<file path="config.mk">
export PLATFORM = sky130hd
export DESIGN_NAME = fmcg_cfg
export DESIGN_NICKNAME = d
export VERILOG_FILES = /design/src/rtl/fmcg_pkg.sv /design/src/rtl/fmcg_cfg.sv
export SDC_FILE = /design/constraint.sdc
export NUM_CORES = 1
export LEC_CHECK = 0
export BUFFER_PORTS_ARGS = -buffer_cell sky130_fd_sc_hd__buf_2
export CAP_MARGIN = 20
export CORE_AREA = 2 2 134 136
export DETAILED_ROUTE_END_ITERATION = 8
export DIE_AREA = 0 0 136 138
export PLACE_DENSITY = 0.81
export REMOVE_ABC_BUFFERS = 1
export SLEW_MARGIN = 20
export SYNTH_ARGS = -nofsm -noshare
export SYNTH_HDL_FRONTEND = slang
export SYNTH_SLANG_ARGS = --single-unit
</file>
<file path="constraint.sdc">
create_clock -name clk_i -period 10.7 [get_ports clk_i]
set_clock_uncertainty 0.1 [all_clocks]
set_input_delay 1.605 -clock clk_i [delete_from_list [all_inputs] [get_ports clk_i]]
set_output_delay 1.605 -clock clk_i [all_outputs]
set_load 0.02 [all_outputs]
</file>
<file path="src/rtl/fmcg_pkg.sv">
// ----------------------------------------------------------------------------
// fmcg_pkg
// Types, constants and helper functions shared by the mask coefficient blocks
// ----------------------------------------------------------------------------
package fmcg_pkg;

  localparam int MAX_DIM = 64;

  localparam int KW   = 2;   // kind register
  localparam int DW   = 7;   // height / width registers
  localparam int IW   = 6;   // row / column index
  localparam int CW   = 25;  // coefficient
  localparam int AW   = 4;   // apb address
  localparam int HWW  = 13;  // height * width
  localparam int NUMW = 40;  // exponent numerator, q32
  localparam int DENW = 12;  // exponent denominator, integer
  localparam int D2W  = 13;  // squared distance
  localparam int NW   = 51;  // dividend d2*num + den/2
  localparam int XW   = 37;  // exponent argument, q32 (larger values give zero)
  localparam int NBW  = 6;   // integer multiple of ln2
  localparam int FW   = 32;  // fraction left after removing n*ln2
  localparam int EW   = 33;  // series sum, q32
  localparam int PW   = HWW + EW;
  localparam int TERMS = 20;
  localparam int NSTEP = TERMS - 2;  // series steps after the first term
  localparam int QK   = 35;  // reciprocal scale for the divide by a term index
  localparam int MW   = 35;

  localparam logic [31:0]   LN2       = 32'hB17217F8;
  localparam logic [32:0]   LN3       = 33'h1193EA7AB;
  localparam logic [CW-1:0] ONE_Q12   = CW'(4096);
  localparam logic [CW-1:0] COEF_MAX  = {CW{1'b1}};
  localparam logic [NBW-1:0] N_ZERO   = NBW'(40);
  localparam logic [6:0]    SHIFT_BASE = 7'd20;

  localparam logic [KW-1:0] KIND_RST   = 2'd0;
  localparam logic [DW-1:0] HEIGHT_RST = 7'd3;
  localparam logic [DW-1:0] WIDTH_RST  = 7'd3;

  localparam int FRONT_STAGES = 2;
  localparam int DIV_STAGES   = 1 + XW + NBW;
  localparam int EXP_STAGES   = 1 + 3 * NSTEP + 2;
  localparam int LATENCY      = FRONT_STAGES + DIV_STAGES + EXP_STAGES;

  typedef enum logic [1:0] {
    KIND_ONES   = 2'd0,
    KIND_CENTRE = 2'd1,
    KIND_GAUSS  = 2'd2
  } kind_e;

  typedef enum logic [1:0] {
    REG_KIND   = 2'd0,
    REG_HEIGHT = 2'd1,
    REG_WIDTH  = 2'd2
  } reg_e;

  typedef struct packed {
    logic [KW-1:0]   kind;
    logic [DW-1:0]   height;
    logic [DW-1:0]   width;
    logic [HWW-1:0]  hw;
    logic [NUMW-1:0] num;
    logic [DENW-1:0] den;
  } cfg_t;

  typedef struct packed {
    logic          vld;
    logic          pos_ok;
    logic          gauss;
    logic [CW-1:0] coef;
  } meta_t;

  typedef struct packed {
    meta_t          meta;
    logic [NBW-1:0] n;
    logic           big;
    logic [FW-1:0]  f;
  } side_t;

  function automatic logic [HWW-1:0] calc_hw(input logic [DW-1:0] h, input logic [DW-1:0] w);
    return HWW'(14'(h) * 14'(w));
  endfunction

  function automatic logic [NUMW-1:0] calc_num(input logic [DW-1:0] h,
                                                input logic [DW-1:0] w);
    logic [7:0] s;
    logic [6:0] half;
    s    = 8'(h) + 8'(w);
    half = s[7:1];
    return NUMW'({LN2, 1'b0}) + NUMW'(half - 7'd3) * NUMW'(LN3);
  endfunction

  function automatic logic [DENW-1:0] calc_den(input logic [DW-1:0] h,
                                                input logic [DW-1:0] w);
    logic [7:0] s;
    logic [5:0] q;
    s = 8'(h) + 8'(w);
    q = s[7:2];
    return DENW'((12'(q) * 12'(q)) << 1);
  endfunction

endpackage

</file>
<file path="src/rtl/fmcg_cfg.sv">
// ----------------------------------------------------------------------------
// fmcg_cfg
// APB register file holding mask kind and size, plus derived mask constants
// ----------------------------------------------------------------------------
module fmcg_cfg (
  input  logic                    clk_i,
  input  logic                    rst_ni,
  input  logic                    psel,
  input  logic                    penable,
  input  logic                    pwrite,
  input  logic [fmcg_pkg::AW-1:0] paddr,
  input  logic [31:0]             pwdata,
  output logic [31:0]             prdata,
  output logic                    pready,
  output fmcg_pkg::cfg_t          cfg_o
);
  import fmcg_pkg::*;

  logic [KW-1:0]   kind_q, kind_d;
  logic [DW-1:0]   height_q, height_d;
  logic [DW-1:0]   width_q, width_d;
  logic [HWW-1:0]  hw_q;
  logic [NUMW-1:0] num_q;
  logic [DENW-1:0] den_q;
  logic            wr;

  assign pready = 1'b1;
  assign wr     = psel & penable & pwrite;

  always_comb begin
    kind_d   = kind_q;
    height_d = height_q;
    width_d  = width_q;
    if (wr) begin
      case (paddr[3:2])
        REG_KIND:   kind_d   = pwdata[KW-1:0];
        REG_HEIGHT: height_d = pwdata[DW-1:0];
        REG_WIDTH:  width_d  = pwdata[DW-1:0];
        default: ;
      endcase
    end
  end

  always_comb begin
    case (paddr[3:2])
      REG_KIND:   prdata = 32'(kind_q);
      REG_HEIGHT: prdata = 32'(height_q);
      REG_WIDTH:  prdata = 32'(width_q);
      default:    prdata = 32'd0;
    endcase
  end

  // derived constants follow the registers at the same edge
  always_ff @(posedge clk_i or negedge rst_ni) begin
    if (!rst_ni) begin
      kind_q   <= KIND_RST;
      height_q <= HEIGHT_RST;
      width_q  <= WIDTH_RST;
      hw_q     <= calc_hw(HEIGHT_RST, WIDTH_RST);
      num_q    <= calc_num(HEIGHT_RST, WIDTH_RST);
      den_q    <= calc_den(HEIGHT_RST, WIDTH_RST);
    end else begin
      kind_q   <= kind_d;
      height_q <= height_d;
      width_q  <= width_d;
      hw_q     <= calc_hw(height_d, width_d);
      num_q    <= calc_num(height_d, width_d);
      den_q    <= calc_den(height_d, width_d);
    end
  end

  assign cfg_o.kind   = kind_q;
  assign cfg_o.height = height_q;
  assign cfg_o.width  = width_q;
  assign cfg_o.hw     = hw_q;
  assign cfg_o.num    = num_q;
  assign cfg_o.den    = den_q;

endmodule

</file>
==> flow_summary.yaml <==
cts:
  clk_pin_slew_worst_paths_ns: 0.06
  insertion_delay_ns: 0.35
  cts_max_level: 3
  cts_root_buf: "clkbuf_16"
  cts_sinks: 79
  cts_buffer_depth: 2
  postCtsSetupBuffers: 0
  cts-hold-fix-buffers: 0
  cts-buffers-inserted: 9
  cts_tree: "yes"
  cts_resized: 0
sta:
  setup_violations: 0
  fin_hold_ws_ns: 0.4341
  layout_worst_path_cycle_share_pct: 94.39
  rsz0062_at_grt: "no"
  tightest_slew_ns: 0.7735
  drv_slew: 0
  layout_min_cycle_time_ns: 10.10
  hold_violations: 0
  max_freq_ghz: 0.09901
  slew_headroom_pct: 48.06
  finalSetupTns_ns: 0
synth:
  synth.avg_cell_area_sq_um: 10.03
  synth_top_family_by_area: "adder cells"
  yosysUniqueCellTypes: 67
  yosysWarningCount: 0
  synthAdderAreaFrac_pct: 41.61
  yosys.area_share.simple_pct: 9.470
  synthFlopType: "dfrtp_1"
  ys_seq_area_share_pct: 19.96
  synth-edff-count: 0
  synthCells: 1002
  ys_ff_latch: 79
  synth_compound_area_share_pct: 10.09
  synthMuxAreaShare_pct: 2.165
  synth_xor_xnor_area_share_pct: 7.690
  synth_area_sq_um: 10050
  synthArstFlopShare_pct: 100.0
global_routing:
  grt_pass1_vias: 7485
  overflow: 0
  grt_pass1_wl_um: 35280
  grt_usage_pct: 23.58
  grt_max_degree: 80
  antenna_found_initial: 0
floorplan:
  pin_count: 155
  rows: 49
  dieArea_sq_um: 18770
  dieWidth_um: 136
  die_y_um: 138
  initial_core_util_pct: 57.34
  core_area_sq_um: 17530
drt:
  drc: 0
  drt-total-wl_um: 20980
  final_antenna_net_count: 0
  first_pass_iters: 5
  via_count: 7309
  routed_via_density: 5.438
  first_iter_violations: 434
  wl_per_cell_um: 15.61
setup_path:
  cp_max_fo: 8
  setup.worst_path.end_class: "flip-flop"
  start_kind: "input port"
  arrival_ns: 10.28
  critPathKind: "in2reg"
  crit_slowest_cell: "or4_4"
  max_stage_delay_ns: 0.59
  required_ns: 10.88
min_path:
  hp-class: "reg2reg"
placement:
  dp.cells: 1328
  port_buffers: 99
  hpwl_um: 17150
  place_congestion: 0.9119
outcome:
  status: "complete, no violations"
final_layout:
  antenna_cells: 0
  final_nets: 1429
  drive_above_1_share_pct: 16.59
  mostFrequentLayoutCell: "ha_1"
  mostFrequentLayoutCells: "184 x ha_1, 150 x inv_1, 98 x buf_2"
  syn2layout_area_growth_pct: 9.731
  fin_cells: 1344
flow_run:
  drv_cap: 0
stage by stage:
stage | setup slack, ns | utilization (%) | cell area [sq um]
final | 0.6004 | 62.92 | 11030
after global routing | 0.07645 | 62.92 | 11030
after CTS | 0.6629 | 62.90 | 11030
after detailed placement | 0.3575 | 61.28 | 10750
after global placement | 0.5059 | 61.28 | 10750
after floorplan | 0.8434 | - | 9833
Yosys cell counts (7+ instances only):
master    number  share of area, %
a21o_1        31               2.3
a21oi_1       51               2.5
and2_1        14              0.87
and3_1         7              0.44
buf_4         28               2.1
clkbuf_1      10              0.37
dfrtp_1       55                14
dfstp_2       24               6.3
fa_1          94                19
ha_1         184                23
inv_1        150               5.6
mux2_2         8              0.90
mux2i_1        9              0.90
nand2_1       58               2.2
nand2b_1      10              0.62
nand3_1       10              0.50
nor2_1        37               1.4
nor2b_1       10              0.62
nor3_1        12              0.60
o21ai_0       23               1.1
o21bai_1      10              0.75
xnor2_1       57               5.0
xor2_1        20               1.7
worst paths after layout:
path                       slack (ns)  cells after the start   endpoint        from
max in group asynchronous        8.82                      1   den_q[7]      rst_ni
min in group asynchronous        1.19                      1  num_q[36]      rst_ni
setup reg to reg                 2.17                     30  num_q[31]  width_q[2]
hold reg to reg                  0.43                      1  kind_q[1]   kind_q[1]
hold / removal                   0.43                      1  kind_q[1]   kind_q[1]
setup / recovery                 0.60                     33  num_q[31]    paddr[3]
cell families after synthesis:
logic type,Yosys count
AOI/OAI and AO/OA,156
other,2
and+or+nand+nor,188
DFF,79
muxes,19
buffers and inverters,199
xor gates and xnor gates,81
adders and majority gates,278
routing by layer:
metal / track usage (%) / wire length (um) / up-vias
met3: 3.704 / 1127 / 44
met2: 40.60 / 10480 / 227
met5: 0 / 0 / -
li1: - / - / 3480
met4: 8.004 / 533 / 0
met1: 30.08 / 8844 / 3558
registers in the layout, summed over array words and instances, names as in the netlist:
name / count
height_q: 7
hw_q: 13
kind_q: 2
num_q: 40
den_q: 10
width_q: 7
worst max-delay path: cells and delay by family:
family          cells  cell delay, ns
mux                 1            0.31
compound gates      8            1.97
xor+xnor            2            0.43
simple gates        8            2.49
fa+ha+maj           7            2.71
buf+inv             7            0.76
cell type report:
cell class	instances	area, sq um
Inverter	154	579.3
Sequential cell	79	2007
Clock inverter	4	47.55
Tap cell	229	286.5
Timing Repair Buffer	116	629.4
Multi-Input combinational cell	750	7247
Clock buffer	12	236.5
Fill cell	1447	6501
Power is not shown: default switching activity piles up to over one toggle a cycle in this logic, so the estimate is an artifact.
