**src/rtl/fmcg_pkg.sv**
```systemverilog
// ----------------------------------------------------------------------------
// fmcg_pkg
// Types, constants and helper functions shared by the mask coefficient blocks
// ----------------------------------------------------------------------------
package fmcg_pkg;

  localparam int MAX_DIM = 64;

  localparam int KW   = 2;   // kind register
  localparam int DW   = 7;   // height / width registers
  localparam int IW   = 6;   // row / column index
  localparam int CW   = 25;  // coefficient
  localparam int AW   = 4;   // apb address
  localparam int HWW  = 13;  // height * width
  localparam int NUMW = 40;  // exponent numerator, q32
  localparam int DENW = 12;  // exponent denominator, integer
  localparam int D2W  = 13;  // squared distance
  localparam int NW   = 51;  // dividend d2*num + den/2
  localparam int XW   = 37;  // exponent argument, q32 (larger values give zero)
  localparam int NBW  = 6;   // integer multiple of ln2
  localparam int FW   = 32;  // fraction left after removing n*ln2
  localparam int EW   = 33;  // series sum, q32
  localparam int PW   = HWW + EW;
  localparam int TERMS = 20;
  localparam int NSTEP = TERMS - 2;  // series steps after the first term
  localparam int QK   = 35;  // reciprocal scale for the divide by a term index
  localparam int MW   = 35;

  localparam logic [31:0]   LN2       = 32'hB17217F8;
  localparam logic [32:0]   LN3       = 33'h1193EA7AB;
  localparam logic [CW-1:0] ONE_Q12   = CW'(4096);
  localparam logic [CW-1:0] COEF_MAX  = {CW{1'b1}};
  localparam logic [NBW-1:0] N_ZERO   = NBW'(40);
  localparam logic [6:0]    SHIFT_BASE = 7'd20;

  localparam logic [KW-1:0] KIND_RST   = 2'd0;
  localparam logic [DW-1:0] HEIGHT_RST = 7'd3;
  localparam logic [DW-1:0] WIDTH_RST  = 7'd3;

  localparam int FRONT_STAGES = 2;
  localparam int DIV_STAGES   = 1 + XW + NBW;
  localparam int EXP_STAGES   = 1 + 3 * NSTEP + 2;
  localparam int LATENCY      = FRONT_STAGES + DIV_STAGES + EXP_STAGES;

  typedef enum logic [1:0] {
    KIND_ONES   = 2'd0,
    KIND_CENTRE = 2'd1,
    KIND_GAUSS  = 2'd2
  } kind_e;

  typedef enum logic [1:0] {
    REG_KIND   = 2'd0,
    REG_HEIGHT = 2'd1,
    REG_WIDTH  = 2'd2
  } reg_e;

  typedef struct packed {
    logic [KW-1:0]   kind;
    logic [DW-1:0]   height;
    logic [DW-1:0]   width;
    logic [HWW-1:0]  hw;
    logic [NUMW-1:0] num;
    logic [DENW-1:0] den;
  } cfg_t;

  typedef struct packed {
    logic          vld;
    logic          pos_ok;
    logic          gauss;
    logic [CW-1:0] coef;
  } meta_t;

  typedef struct packed {
    meta_t          meta;
    logic [NBW-1:0] n;
    logic           big;
    logic [FW-1:0]  f;
  } side_t;

  function automatic logic [HWW-1:0] calc_hw(input logic [DW-1:0] h, input logic [DW-1:0] w);
    return HWW'(14'(h) * 14'(w));
  endfunction

  function automatic logic [NUMW-1:0] calc_num(input logic [DW-1:0] h,
                                                input logic [DW-1:0] w);
    logic [7:0] s;
    logic [6:0] half;
    s    = 8'(h) + 8'(w);
    half = s[7:1];
    return NUMW'({LN2, 1'b0}) + NUMW'(half - 7'd3) * NUMW'(LN3);
  endfunction

  function automatic logic [DENW-1:0] calc_den(input logic [DW-1:0] h,
                                                input logic [DW-1:0] w);
    logic [7:0] s;
    logic [5:0] q;
    s = 8'(h) + 8'(w);
    q = s[7:2];
    return DENW'((12'(q) * 12'(q)) << 1);
  endfunction

endpackage

```
**src/rtl/fmcg_front.sv**
```systemverilog
// ----------------------------------------------------------------------------
// fmcg_front
// Position check, fixed coefficients and squared distance times numerator
// ----------------------------------------------------------------------------
module fmcg_front (
  input  logic                    clk_i,
  input  logic                    rst_ni,
  input  logic                    take_i,
  input  logic [fmcg_pkg::IW-1:0] row_index_i,
  input  logic [fmcg_pkg::IW-1:0] col_index_i,
  input  fmcg_pkg::cfg_t          cfg_i,
  output logic [fmcg_pkg::NW-1:0] nn_o,
  output fmcg_pkg::meta_t         meta_o
);
  import fmcg_pkg::*;

  logic [IW-1:0]  ch, cw, dr, dc;
  logic [D2W-1:0] d2_d, d2_q;
  logic           cfg_ok, in_mask, pos_ok, centre;
  meta_t          meta1_d, meta1_q, meta2_q;
  logic [NW-1:0]  nn_d, nn_q;

  assign ch = cfg_i.height[DW-1:1];
  assign cw = cfg_i.width[DW-1:1];
  assign dr = (row_index_i >= ch) ? row_index_i - ch : ch - row_index_i;
  assign dc = (col_index_i >= cw) ? col_index_i - cw : cw - col_index_i;
  assign d2_d = D2W'(12'(dr) * 12'(dr)) + D2W'(12'(dc) * 12'(dc));

  assign cfg_ok = (cfg_i.kind == KIND_ONES || cfg_i.kind == KIND_CENTRE ||
                   cfg_i.kind == KIND_GAUSS) &&
                  cfg_i.height >= DW'(3) && cfg_i.width >= DW'(3) &&
                  cfg_i.height <= DW'(MAX_DIM) && cfg_i.width <= DW'(MAX_DIM);
  assign in_mask = (DW'(row_index_i) < cfg_i.height) && (DW'(col_index_i) < cfg_i.width);
  assign pos_ok = cfg_ok & in_mask;
  assign centre = (row_index_i == ch) && (col_index_i == cw);

  always_comb begin
    meta1_d.vld    = take_i;
    meta1_d.pos_ok = pos_ok;
    meta1_d.gauss  = pos_ok && cfg_i.kind == KIND_GAUSS;
    if (!pos_ok) begin
      meta1_d.coef = '0;
    end else if (cfg_i.kind == KIND_CENTRE && centre) begin
      meta1_d.coef = CW'({cfg_i.hw, 12'd0});
    end else begin
      meta1_d.coef = ONE_Q12;
    end
  end

  // rounding offset of half the denominator folded into the dividend
  assign nn_d = NW'(NW'(d2_q) * NW'(cfg_i.num)) + NW'(cfg_i.den[DENW-1:1]);

  always_ff @(posedge clk_i or negedge rst_ni) begin
    if (!rst_ni) begin
      meta1_q <= '0;
      meta2_q <= '0;
    end else begin
      meta1_q <= meta1_d;
      meta2_q <= meta1_q;
    end
  end

  always_ff @(posedge clk_i) begin
    d2_q <= d2_d;
    nn_q <= nn_d;
  end

  assign nn_o   = nn_q;
  assign meta_o = meta2_q;

endmodule

```
**config.mk**
```make
export PLATFORM = sky130hd
export DESIGN_NAME = fmcg_front
export DESIGN_NICKNAME = d
export VERILOG_FILES = /design/src/rtl/fmcg_pkg.sv /design/src/rtl/fmcg_front.sv
export SDC_FILE = /design/constraint.sdc
export NUM_CORES = 1
export LEC_CHECK = 0
export BUFFER_PORTS_ARGS = -buffer_cell sky130_fd_sc_hd__buf_2
export CORE_ASPECT_RATIO = 1.2
export CORE_MARGIN = 3
export CORE_UTILIZATION = 50
export CTS_CLUSTER_DIAMETER = 40
export DETAILED_ROUTE_END_ITERATION = 12
export HOLD_SLACK_MARGIN = 0.08
export PLACE_DENSITY = 0.67
export SLEW_MARGIN = 15
export SYNTH_ARGS = -nofsm -noshare
export SYNTH_HDL_FRONTEND = slang
export SYNTH_SLANG_ARGS = --single-unit
export TNS_END_PERCENT = 20
```
**constraint.sdc**
```tcl
create_clock -name clk_i -period 12.2 [get_ports clk_i]
set_input_delay 1.22 -clock clk_i [delete_from_list [all_inputs] [get_ports clk_i]]
set_output_delay 1.22 -clock clk_i [all_outputs]
set_load 0.005 [all_outputs]
```
==> impl_metrics.yaml <==
synthesis:
  syn_avg_cell_area_um2: 9.23
  synth_area_mm2: 0.0214
  yosysTopAreaCell: "fa_1"
  synth_most_common_cell: "fa_1"
  yosysTopAreaCellShare_pct: 43.2
  synth.top_cells.by_count: "fa_1 (462), inv_1 (440), nand2_1 (366), and2_1 (227), ha_1 (193)"
  synth_edf_count: 0
  ys_ff_latch: 96
  yosysUniqueCellTypes: 59
  synthCells: 2321
  synthFlopType: "dfxtp_1"
  synth_area_leaders: "fa_1 (43%), ha_1 (11%), inv_1 (7.7%), and2_1 (6.6%), nand2_1 (6.4%)"
  yosys_warnings: 0
  synth-async-reset-ratio_pct: 33.3
  ys_seq_area_share_pct: 9.72
place:
  gp_congestion: 0.916
  io_buffers: 161
  placed_area_mm2: 0.0226
  detailed_place_hpwl_mm: 40.7
global_route:
  grt_pass1_vias: 17500
  grt_max_degree: 41
  grt_first_pass_wirelength_mm: 86.7
  overflow: 0
  grt_antenna_before_repair: 4
  gr-usage-all-layers_pct: 23.8
cts:
  clockBufferDepth: 2
  clock_sinks: 96
  cts_resized: 0
  clk_pin_slew_worst_paths_ns: 0.08
  cts_tree: "built"
  cts_buffers: 9
  clock_latency_ns: 0.41
  cts_max_level: 3
  cts_root_buffer: "clkbuf_16"
  cts_setup_buffers: 0
  cts_hold_buf: 0
floorplanning:
  initial_core_util_pct: 50.9
  die_h_um: 233
  die_x_um: 195
  pin_count: 175
  rows: 82
  die_area_mm2: 0.0454
  fp.coreArea_mm2: 0.0421
critical_path:
  reg2reg_slack_ns: 4.77
  r2r_end: "nn_o[50]$_DFF_P_"
  worstPathRequired_ns: 12.53
  crit_arrival_ns: 8.74
  worstPathMaxFanout: 8
  max_stage_delay_ns: 0.56
  crit_slowest_cell: "fa_1"
  crit_type: "in -> reg"
  critPathLaunchType: "input pin"
  cp-startpoint: "row_index_i[0]"
  worstRegToRegCells: 21
  critPathCaptureType: "register"
  reg2reg_from: "d2_q[3]$_DFF_P_"
timing:
  fmax_mhz: 119
  grt_setup_unrepaired: "no"
  drv_slew: 0
  finalClockSkew_ns: 0.0176
  finalSetupTns_ns: 0
  slew_headroom_pct: 34.0
  layout_min_cycle_time_ns: 8.41
  tightest_slew_ns: 0.991
  period_share_pct: 68.9
  setup_viol: 0
  hold_violations: 0
worst_hold_path:
  hold_class: "reg -> reg"
  hold_path_startpoint: "meta1_q[20]$_DFF_PN0_"
  hold_depth: 0
  min_to: "meta_o[20]$_DFF_PN0_"
final_layout:
  area_growth_pct: 6.87
  layout-drive-gt1-share_pct: 8.60
  design_area_mm2: 0.0229
  final_nets: 3152
route:
  wirelength_mm: 51.4
  drt.antenna.violating_nets: 0
  wl_per_cell_um: 17.4
  drc_errors: 0
  viasPerCell: 5.36
  dr.first_iter.drc_count: 774
  num_vias: 15800
  firstDrtPassIters: 5
status:
  status: "finished, final reports clean"
run:
  drv_cap: 0
## metal layers
layer,global-route usage [%],up-vias,routed length [um]
met2,42.7,472,26500
met1,29.2,8115,20500
li1,-,7126,-
met4,8.49,6,1370
met3,3.49,100,2960
met5,0,-,46
## worst max-delay path by stage
stage	endpoint	cells after the start	slack, ns
floorplan	d2_q[12]$_DFF_P_	30	4.17
global placement	d2_q[12]$_DFF_P_	31	3.57
finish	d2_q[11]$_DFF_P_	31	3.79
detailed placement	d2_q[12]$_DFF_P_	31	3.38
global route	d2_q[11]$_DFF_P_	31	3.31
CTS	d2_q[12]$_DFF_P_	31	3.82
## metrics by stage
| stage | setup WS, ns | std cells | hold slack (ns) | utilization, % |
|---|---|---|---|---|
| 2_1_floorplan | 4.17 | 2332 | 0.331 | - |
| 3_5_place_dp | 3.38 | 2936 | 0.335 | 53.6 |
| 5_1_grt | 3.31 | 2953 | 0.358 | 54.4 |
| 3_3_place_gp | 3.57 | 2936 | 0.331 | 53.6 |
| 6_report | 3.79 | 2953 | 0.343 | 54.4 |
| 4_1_cts | 3.82 | 2952 | 0.343 | 54.4 |
## cell type report
cell class                 count  area (um2)
clock buffer                   9         225
timing repair buffer         172         888
clock inverter                 7        95.1
inverter                     440        1650
multi-input combinational   1682       17300
antenna                        1        2.50
fill                        3926       19200
sequential                    96        2090
tap                          546         683
## sequential cells by signal, indices dropped and copies added (netlist names)
name,count
nn_o,51
meta1_q,16
d2_q,13
meta_o,16
## cell families after synthesis
logic type,synth area share (%)
fa+ha+maj,54.5
flops,9.72
buf+inv,9.92
simple gates,16.1
other cells,0.0175
compound gates,6.44
mux,0.426
xor+xnor,2.94
## cells in the final DEF (no fill, tap or decap), drive strengths merged, types with 4 or more instances in the layout
cell type,n
a211oi,7
and3,6
a31o,4
nor2,52
a21oi,77
nand3,16
and2,227
nor3,11
a21o,41
buf,172
nand2,366
conb,12
nor2b,7
nand4,6
clkbuf,9
xor2,27
fa,462
ha,193
xnor2,45
or3,5
o211ai,4
mux2i,8
o21ai,37
inv,444
nand2b,7
dfrtp,32
dfxtp,64
o21bai,10
## worst max-delay path: cells and delay by family
| kind | cells | cell delay [ns] |
|---|---|---|
| adder cells (fa/ha/maj) | 8 | 3.42 |
| AO/OA/AOI/OAI | 11 | 2.41 |
| multiplexers | 1 | 0.55 |
| AND/OR/NAND/NOR | 3 | 0.54 |
| buffers and inverters | 7 | 0.46 |
| XOR/XNOR | 1 | 0.14 |
Power is left out: the tool's default activity adds up to more than one toggle a clock period on the data nets, which glitch-free logic cannot reach.
