===== src/rtl/fmcg_pkg.sv =====
// ----------------------------------------------------------------------------
// fmcg_pkg
// Types, constants and helper functions shared by the mask coefficient blocks
// ----------------------------------------------------------------------------
package fmcg_pkg;

  localparam int MAX_DIM = 64;

  localparam int KW   = 2;   // kind register
  localparam int DW   = 7;   // height / width registers
  localparam int IW   = 6;   // row / column index
  localparam int CW   = 25;  // coefficient
  localparam int AW   = 4;   // apb address
  localparam int HWW  = 13;  // height * width
  localparam int NUMW = 40;  // exponent numerator, q32
  localparam int DENW = 12;  // exponent denominator, integer
  localparam int D2W  = 13;  // squared distance
  localparam int NW   = 51;  // dividend d2*num + den/2
  localparam int XW   = 37;  // exponent argument, q32 (larger values give zero)
  localparam int NBW  = 6;   // integer multiple of ln2
  localparam int FW   = 32;  // fraction left after removing n*ln2
  localparam int EW   = 33;  // series sum, q32
  localparam int PW   = HWW + EW;
  localparam int TERMS = 20;
  localparam int NSTEP = TERMS - 2;  // series steps after the first term
  localparam int QK   = 35;  // reciprocal scale for the divide by a term index
  localparam int MW   = 35;

  localparam logic [31:0]   LN2       = 32'hB17217F8;
  localparam logic [32:0]   LN3       = 33'h1193EA7AB;
  localparam logic [CW-1:0] ONE_Q12   = CW'(4096);
  localparam logic [CW-1:0] COEF_MAX  = {CW{1'b1}};
  localparam logic [NBW-1:0] N_ZERO   = NBW'(40);
  localparam logic [6:0]    SHIFT_BASE = 7'd20;

  localparam logic [KW-1:0] KIND_RST   = 2'd0;
  localparam logic [DW-1:0] HEIGHT_RST = 7'd3;
  localparam logic [DW-1:0] WIDTH_RST  = 7'd3;

  localparam int FRONT_STAGES = 2;
  localparam int DIV_STAGES   = 1 + XW + NBW;
  localparam int EXP_STAGES   = 1 + 3 * NSTEP + 2;
  localparam int LATENCY      = FRONT_STAGES + DIV_STAGES + EXP_STAGES;

  typedef enum logic [1:0] {
    KIND_ONES   = 2'd0,
    KIND_CENTRE = 2'd1,
    KIND_GAUSS  = 2'd2
  } kind_e;

  typedef enum logic [1:0] {
    REG_KIND   = 2'd0,
    REG_HEIGHT = 2'd1,
    REG_WIDTH  = 2'd2
  } reg_e;

  typedef struct packed {
    logic [KW-1:0]   kind;
    logic [DW-1:0]   height;
    logic [DW-1:0]   width;
    logic [HWW-1:0]  hw;
    logic [NUMW-1:0] num;
    logic [DENW-1:0] den;
  } cfg_t;

  typedef struct packed {
    logic          vld;
    logic          pos_ok;
    logic          gauss;
    logic [CW-1:0] coef;
  } meta_t;

  typedef struct packed {
    meta_t          meta;
    logic [NBW-1:0] n;
    logic           big;
    logic [FW-1:0]  f;
  } side_t;

  function automatic logic [HWW-1:0] calc_hw(input logic [DW-1:0] h, input logic [DW-1:0] w);
    return HWW'(14'(h) * 14'(w));
  endfunction

  function automatic logic [NUMW-1:0] calc_num(input logic [DW-1:0] h,
                                                input logic [DW-1:0] w);
    logic [7:0] s;
    logic [6:0] half;
    s    = 8'(h) + 8'(w);
    half = s[7:1];
    return NUMW'({LN2, 1'b0}) + NUMW'(half - 7'd3) * NUMW'(LN3);
  endfunction

  function automatic logic [DENW-1:0] calc_den(input logic [DW-1:0] h,
                                                input logic [DW-1:0] w);
    logic [7:0] s;
    logic [5:0] q;
    s = 8'(h) + 8'(w);
    q = s[7:2];
    return DENW'((12'(q) * 12'(q)) << 1);
  endfunction

endpackage


===== src/rtl/fmcg_div.sv =====
// ----------------------------------------------------------------------------
// fmcg_div
// Bit-per-stage division by the mask denominator, then split by ln2
// ----------------------------------------------------------------------------
module fmcg_div (
  input  logic                      clk_i,
  input  logic                      rst_ni,
  input  logic [fmcg_pkg::NW-1:0]   nn_i,
  input  fmcg_pkg::meta_t           meta_i,
  input  logic [fmcg_pkg::DENW-1:0] den_i,
  output fmcg_pkg::side_t           side_o
);
  import fmcg_pkg::*;

  logic [NW-1:0] rem_q [0:XW];
  logic [XW-1:0] quo_q [0:XW];
  logic          ovf_q [0:XW];
  meta_t         meta_q [0:XW];

  logic [XW-1:0]  xr_q   [1:NBW];
  logic [NBW-1:0] nb_q   [1:NBW];
  logic           ovfn_q [1:NBW];
  meta_t          metan_q [1:NBW];

  // quotient above the range is flagged and later forced to zero
  always_ff @(posedge clk_i or negedge rst_ni) begin
    if (!rst_ni) begin
      meta_q[0] <= '0;
    end else begin
      meta_q[0] <= meta_i;
    end
  end

  always_ff @(posedge clk_i) begin
    rem_q[0] <= nn_i;
    quo_q[0] <= '0;
    ovf_q[0] <= nn_i >= (NW'(den_i) << XW);
  end

  for (genvar k = 0; k < XW; k++) begin : g_qbit
    localparam int B = XW - 1 - k;
    logic [NW-1:0] dsh;
    logic          ge;
    assign dsh = NW'(den_i) << B;
    assign ge  = rem_q[k] >= dsh;

    always_ff @(posedge clk_i or negedge rst_ni) begin
      if (!rst_ni) begin
        meta_q[k+1] <= '0;
      end else begin
        meta_q[k+1] <= meta_q[k];
      end
    end

    always_ff @(posedge clk_i) begin
      rem_q[k+1] <= ge ? rem_q[k] - dsh : rem_q[k];
      quo_q[k+1] <= quo_q[k] | (XW'(ge) << B);
      ovf_q[k+1] <= ovf_q[k];
    end
  end

  for (genvar k = 0; k < NBW; k++) begin : g_nbit
    localparam int B = NBW - 1 - k;
    logic [XW-1:0]  xin, lsh;
    logic [NBW-1:0] nin;
    logic           oin, ge;
    meta_t          min;

    if (k == 0) begin : g_first
      assign xin = quo_q[XW];
      assign nin = '0;
      assign oin = ovf_q[XW];
      assign min = meta_q[XW];
    end else begin : g_next
      assign xin = xr_q[k];
      assign nin = nb_q[k];
      assign oin = ovfn_q[k];
      assign min = metan_q[k];
    end

    assign lsh = XW'(LN2) << B;
    assign ge  = xin >= lsh;

    always_ff @(posedge clk_i or negedge rst_ni) begin
      if (!rst_ni) begin
        metan_q[k+1] <= '0;
      end else begin
        metan_q[k+1] <= min;
      end
    end

    always_ff @(posedge clk_i) begin
      xr_q[k+1]   <= ge ? xin - lsh : xin;
      nb_q[k+1]   <= nin | (NBW'(ge) << B);
      ovfn_q[k+1] <= oin;
    end
  end

  assign side_o.meta = metan_q[NBW];
  assign side_o.n    = nb_q[NBW];
  assign side_o.big  = ovfn_q[NBW] || nb_q[NBW] >= N_ZERO;
  assign side_o.f    = xr_q[NBW][FW-1:0];

endmodule


===== config.mk =====
export PLATFORM = sky130hd
export DESIGN_NAME = fmcg_div
export DESIGN_NICKNAME = d
export VERILOG_FILES = /design/src/rtl/fmcg_pkg.sv /design/src/rtl/fmcg_div.sv
export SDC_FILE = /design/constraint.sdc
export NUM_CORES = 2
export LEC_CHECK = 0
export BUFFER_PORTS_ARGS = -buffer_cell sky130_fd_sc_hd__buf_2
export CORE_MARGIN = 10
export CORE_UTILIZATION = 55
export DETAILED_ROUTE_END_ITERATION = 10
export GPL_TIMING_DRIVEN = 0
export MAX_ROUTING_LAYER = met4
export PLACE_DENSITY_LB_ADDON = 0.05
export SYNTH_ARGS = -nofsm -noshare
export SYNTH_HDL_FRONTEND = slang
export SYNTH_SLANG_ARGS = --single-unit

===== constraint.sdc =====
create_clock -name clk_i -period 4.88 [get_ports clk_i]
set_clock_uncertainty 0.15 [all_clocks]
set_input_delay 0.244 -clock clk_i [delete_from_list [all_inputs] [get_ports clk_i]]
set_output_delay 0.244 -clock clk_i [all_outputs]
set_load 0.1 [all_outputs]

==> metrics.log <==
[metrics] Die W: 514.5 um
[metrics] clock root buffer master: clkbuf_16
[metrics] via count: 83030
[metrics] clock insertion delay at the later pin of the skew report: 1.01 ns
[metrics] wire length of the first global-routing pass: 480900 um
[metrics] Synth top area share: 0.4275
[metrics] clock buffer depth: 4
[metrics] Num Clock Sinks: 4104
[metrics] Synth Register Bits: 4104
[metrics] unrepaired setup endpoints after global routing: no
[metrics] internal cell power: 69.16 mW
[metrics] Async S/R FF share, synth: 0.3002
[metrics] crit path time final: 4.519 ns
[metrics] leakage power total: 64.57 nW
[metrics] initial core utilization: 0.5529
[metrics] number of synthesized flops with an enable pin: 0
[metrics] CP Max Fanout: 38
[metrics] Post-Route Setup TNS: 0 ns
[metrics] count of mapped cells out of synthesis: 11040
[metrics] initial antenna violation count: 7
[metrics] count of endpoints failing setup in the final report: 0
[metrics] total area of multi-input combinational cells: 44700 um2
[metrics] via-per-instance ratio: 5.412
[metrics] Slew headroom: 0.1225
[metrics] Critical Path Source Type: input port
[metrics] top post-synthesis cells by area: dfxtp_1, dfrtp_1, ha_1
[metrics] synthesis warning total: 0
[metrics] max-capacitance violation count: 0
[metrics] post-layout net count: 12390
[metrics] data arrival time of the critical path: 5.12 ns
[metrics] clock slew seen by the registers of the worst setup and hold paths: 0.06 ns
[metrics] First DRT Iteration DRCs: 5710
[metrics] dpl hpwl: 208600 um
[metrics] post-placement worst setup slack: -0.3104 ns
[metrics] post-route cell area: 155300 um2
[metrics] count of different cell masters after synthesis: 100
[metrics] Fin Hold WS: 0.06115 ns
[metrics] die outline height: 514.5 um
[metrics] Final WS setup: 0.3607 ns
[metrics] highest achievable clock rate: 221.3 MHz
[metrics] peak supply drop: 0.4330 mV
[metrics] part of the power in combinational logic: 0.235
[metrics] share of total power in sequential cells: 0.455
[metrics] Routed WL: 307800 um
[metrics] Slew @ Worst Pin: 1.304 ns
[metrics] vias in the first global route: 85230
[metrics] power spent charging and discharging nets: 32.28 mW
[metrics] sum of internal, switching and leakage power: 101.4 mW
[metrics] top post-synthesis cells by count: dfxtp_1, dfrtp_1, nand2_1, nor2_1, xor2_1
[metrics] Setup Crit Path Kind: input port to flip-flop
[metrics] final hold viol count: 0
[metrics] CP Data Required Time: 5.48 ns
[metrics] DP Area: 139900 um2
[metrics] fill cell instance count of the final layout: 18130
[metrics] switching power share of the total: 0.3182
[metrics] pin count of the biggest net entering global routing: 193
[metrics] H-tree lvl count: 5
[metrics] hold depth: 5
[metrics] final-report max-slew violation count: 0
[metrics] post-synthesis sequential area ratio: 0.6568
[metrics] library cell with the highest instance count after synthesis: dfxtp_1
[metrics] Top-Level Pins: 160
[metrics] detailed-route DRC error count: 0
[metrics] synthesized cell area: 134500 um2
[metrics] kind of end point of the critical path: flip-flop
[metrics] clock tree from TritonCTS: built
[metrics] Synth area leader: dfxtp_1
[metrics] number of cell instances on the worst register-to-register path: 8
[metrics] count of placed standard cells including taps: 14430
[metrics] utilization of the core after routing: 0.6384
[metrics] Avg WL per Cell: 20.06 um
[metrics] area growth from synthesis to layout: 15.47%
[metrics] net count after synthesis: 11640
[metrics] outcome: complete, no violations
[metrics] Detail Route Antenna Nets: 0
[metrics] final weighted congestion in routability-driven placement: 0.9376
[metrics] power per cell area: 653.2 nW/um2
[metrics] drt pass-1 iters: 7
[metrics] number of placement rows: 181
[metrics] number of buffers added by the clock tree synthesis step: 398
[metrics] count of buffers inserted at the top-level ports: 159
[metrics] Die Area: 264700 um2
[metrics] final cell count without fillers: 15340
[metrics] floorplan core area: 243200 um2
[metrics] leftover overflow at the end of global routing: 0
[metrics] overall global routing resource usage: 0.2344
[metrics] syn_area_per_cell: 12.18 um2
[metrics] share of cells above drive strength 1: 0.08956
[metrics] Worst Hold Class: input port to flip-flop
[metrics] Most used DFF post-synth: dfxtp_1
[metrics] post-route fraction of the period consumed by the critical path: 0.9261
[metrics] area taken by flip-flops and latches: 88320 um2
[metrics] share of total power in the clock network: 0.310
==> worst max-delay path: stages <==
cell	delay (ns)
dlygate4sd3_1	0.52
buf_4	0.40
inv_4	0.22
buf_16	0.24
fa_1	0.58
a211oi_1	0.31
o21ai_0	0.17
a31oi_1	0.41
o21ai_0	0.40
a2111oi_4	0.62
clkbuf_1	0.38
buf_2	0.30
o21ai_0	0.16
==> cell usage in the layout, fill, tap and decap left out, types with 36 or more instances in the layout <==
cell	count
xor2_1	647
clkbuf_16	401
nand3b_1	41
nor3_1	374
buf_2	178
bufinv_16	42
a21o_1	130
dlygate4sd3_1	169
o21a_1	105
nand3_1	186
o31ai_1	62
a21oi_1	375
dfxtp_1	2872
nor4b_1	50
clkbuf_8	73
nand2_1	666
a31oi_1	43
xnor2_1	487
o21ai_0	467
clkinv_2	68
nor2b_1	85
ha_1	462
or4_1	146
dfrtp_1	1232
nor4_1	345
clkbuf_1	187
and2_1	41
mux2_2	79
fa_1	36
and3_1	66
or2_2	59
or3_1	165
inv_1	201
a211oi_1	55
nor2_1	666
nand4_1	123
nand2b_1	116
==> registers in the layout, indices dropped and copies added (netlist names) <==
signal	cells
ovf_q	38
meta_q	1036
nb_q	21
xr_q	217
side_o	28
quo_q	703
rem_q	1887
ovfn_q	6
g_nbit.min	168
==> cell families after synthesis <==
kind of cell | Yosys count | share of synthesized area
compound gates | 1530 | 0.07208
xor+xnor | 1134 | 0.07385
fa+ha+maj | 498 | 0.04834
buf+inv | 381 | 0.01095
flops | 4104 | 0.6568
mux | 92 | 0.007582
simple gates | 3305 | 0.1304
==> area by class of cell <==
cell class / count / area share
Clock inverter: 184 / 0.01504
Inverter: 221 / 0.005519
Buffer: 160 / 0.004142
Sequential cell: 4104 / 0.5688
Multi-Input combinational cell: 6559 / 0.2879
Antenna cell: 24 / 0.0003868
Tap cell: 3202 / 0.02580
Timing Repair Buffer: 350 / 0.01982
Clock buffer: 537 / 0.07261
==> path summary, 6_finish.rpt <==
| check | startpoint | end | slack, ns |
|---|---|---|---|
| min in group asynchronous | rst_ni | side_o[46] | 0.27 |
| worst min register to register | quo_q[3][31] | quo_q[3][68] | 0.13 |
| worst min-delay path | den_i[7] | rem_q[4][162] | 0.06 |
| worst max register to register | rem_q[2][38] | rem_q[2][97] | 0.76 |
| max in group asynchronous | rst_ni | meta_q[963] | 1.20 |
| worst max-delay path | den_i[1] | rem_q[2][132] | 0.36 |
==> power groups by stage <==
stage	registers [mW]	logic, mW	clock network (mW)
6_report	46.2	23.8	31.4
5_1_grt	46.9	26.5	33.5
4_1_cts	46.1	23.7	32.1
3_5_place_dp	46.7	23.4	0
3_3_place_gp	46.6	23.0	0
2_1_floorplan	45.6	17.1	0
==> routing by layer <==
layer | wire length (um) | global-route usage | vias up
met4 | 10090 | 0.07445 | 0
met1 | 133700 | 0.2943 | 40380
met2 | 152600 | 0.3967 | 1931
met3 | 11370 | 0.02929 | 590
li1 | - | - | 40140
met5 | 0 | - | -
==> what timing repair did <==
| item | in CTS | in global routing |
|---|---|---|
| endpoints found under the hold margin | 326 | 0 |
| setup endpoints to repair | 0 | 15 |
| setup buffers | 0 | 0 |
| resized for setup | 0 | 2 |
| hold buffers | 170 | 0 |
No activity file was read; power rests on OpenSTA's default activity.
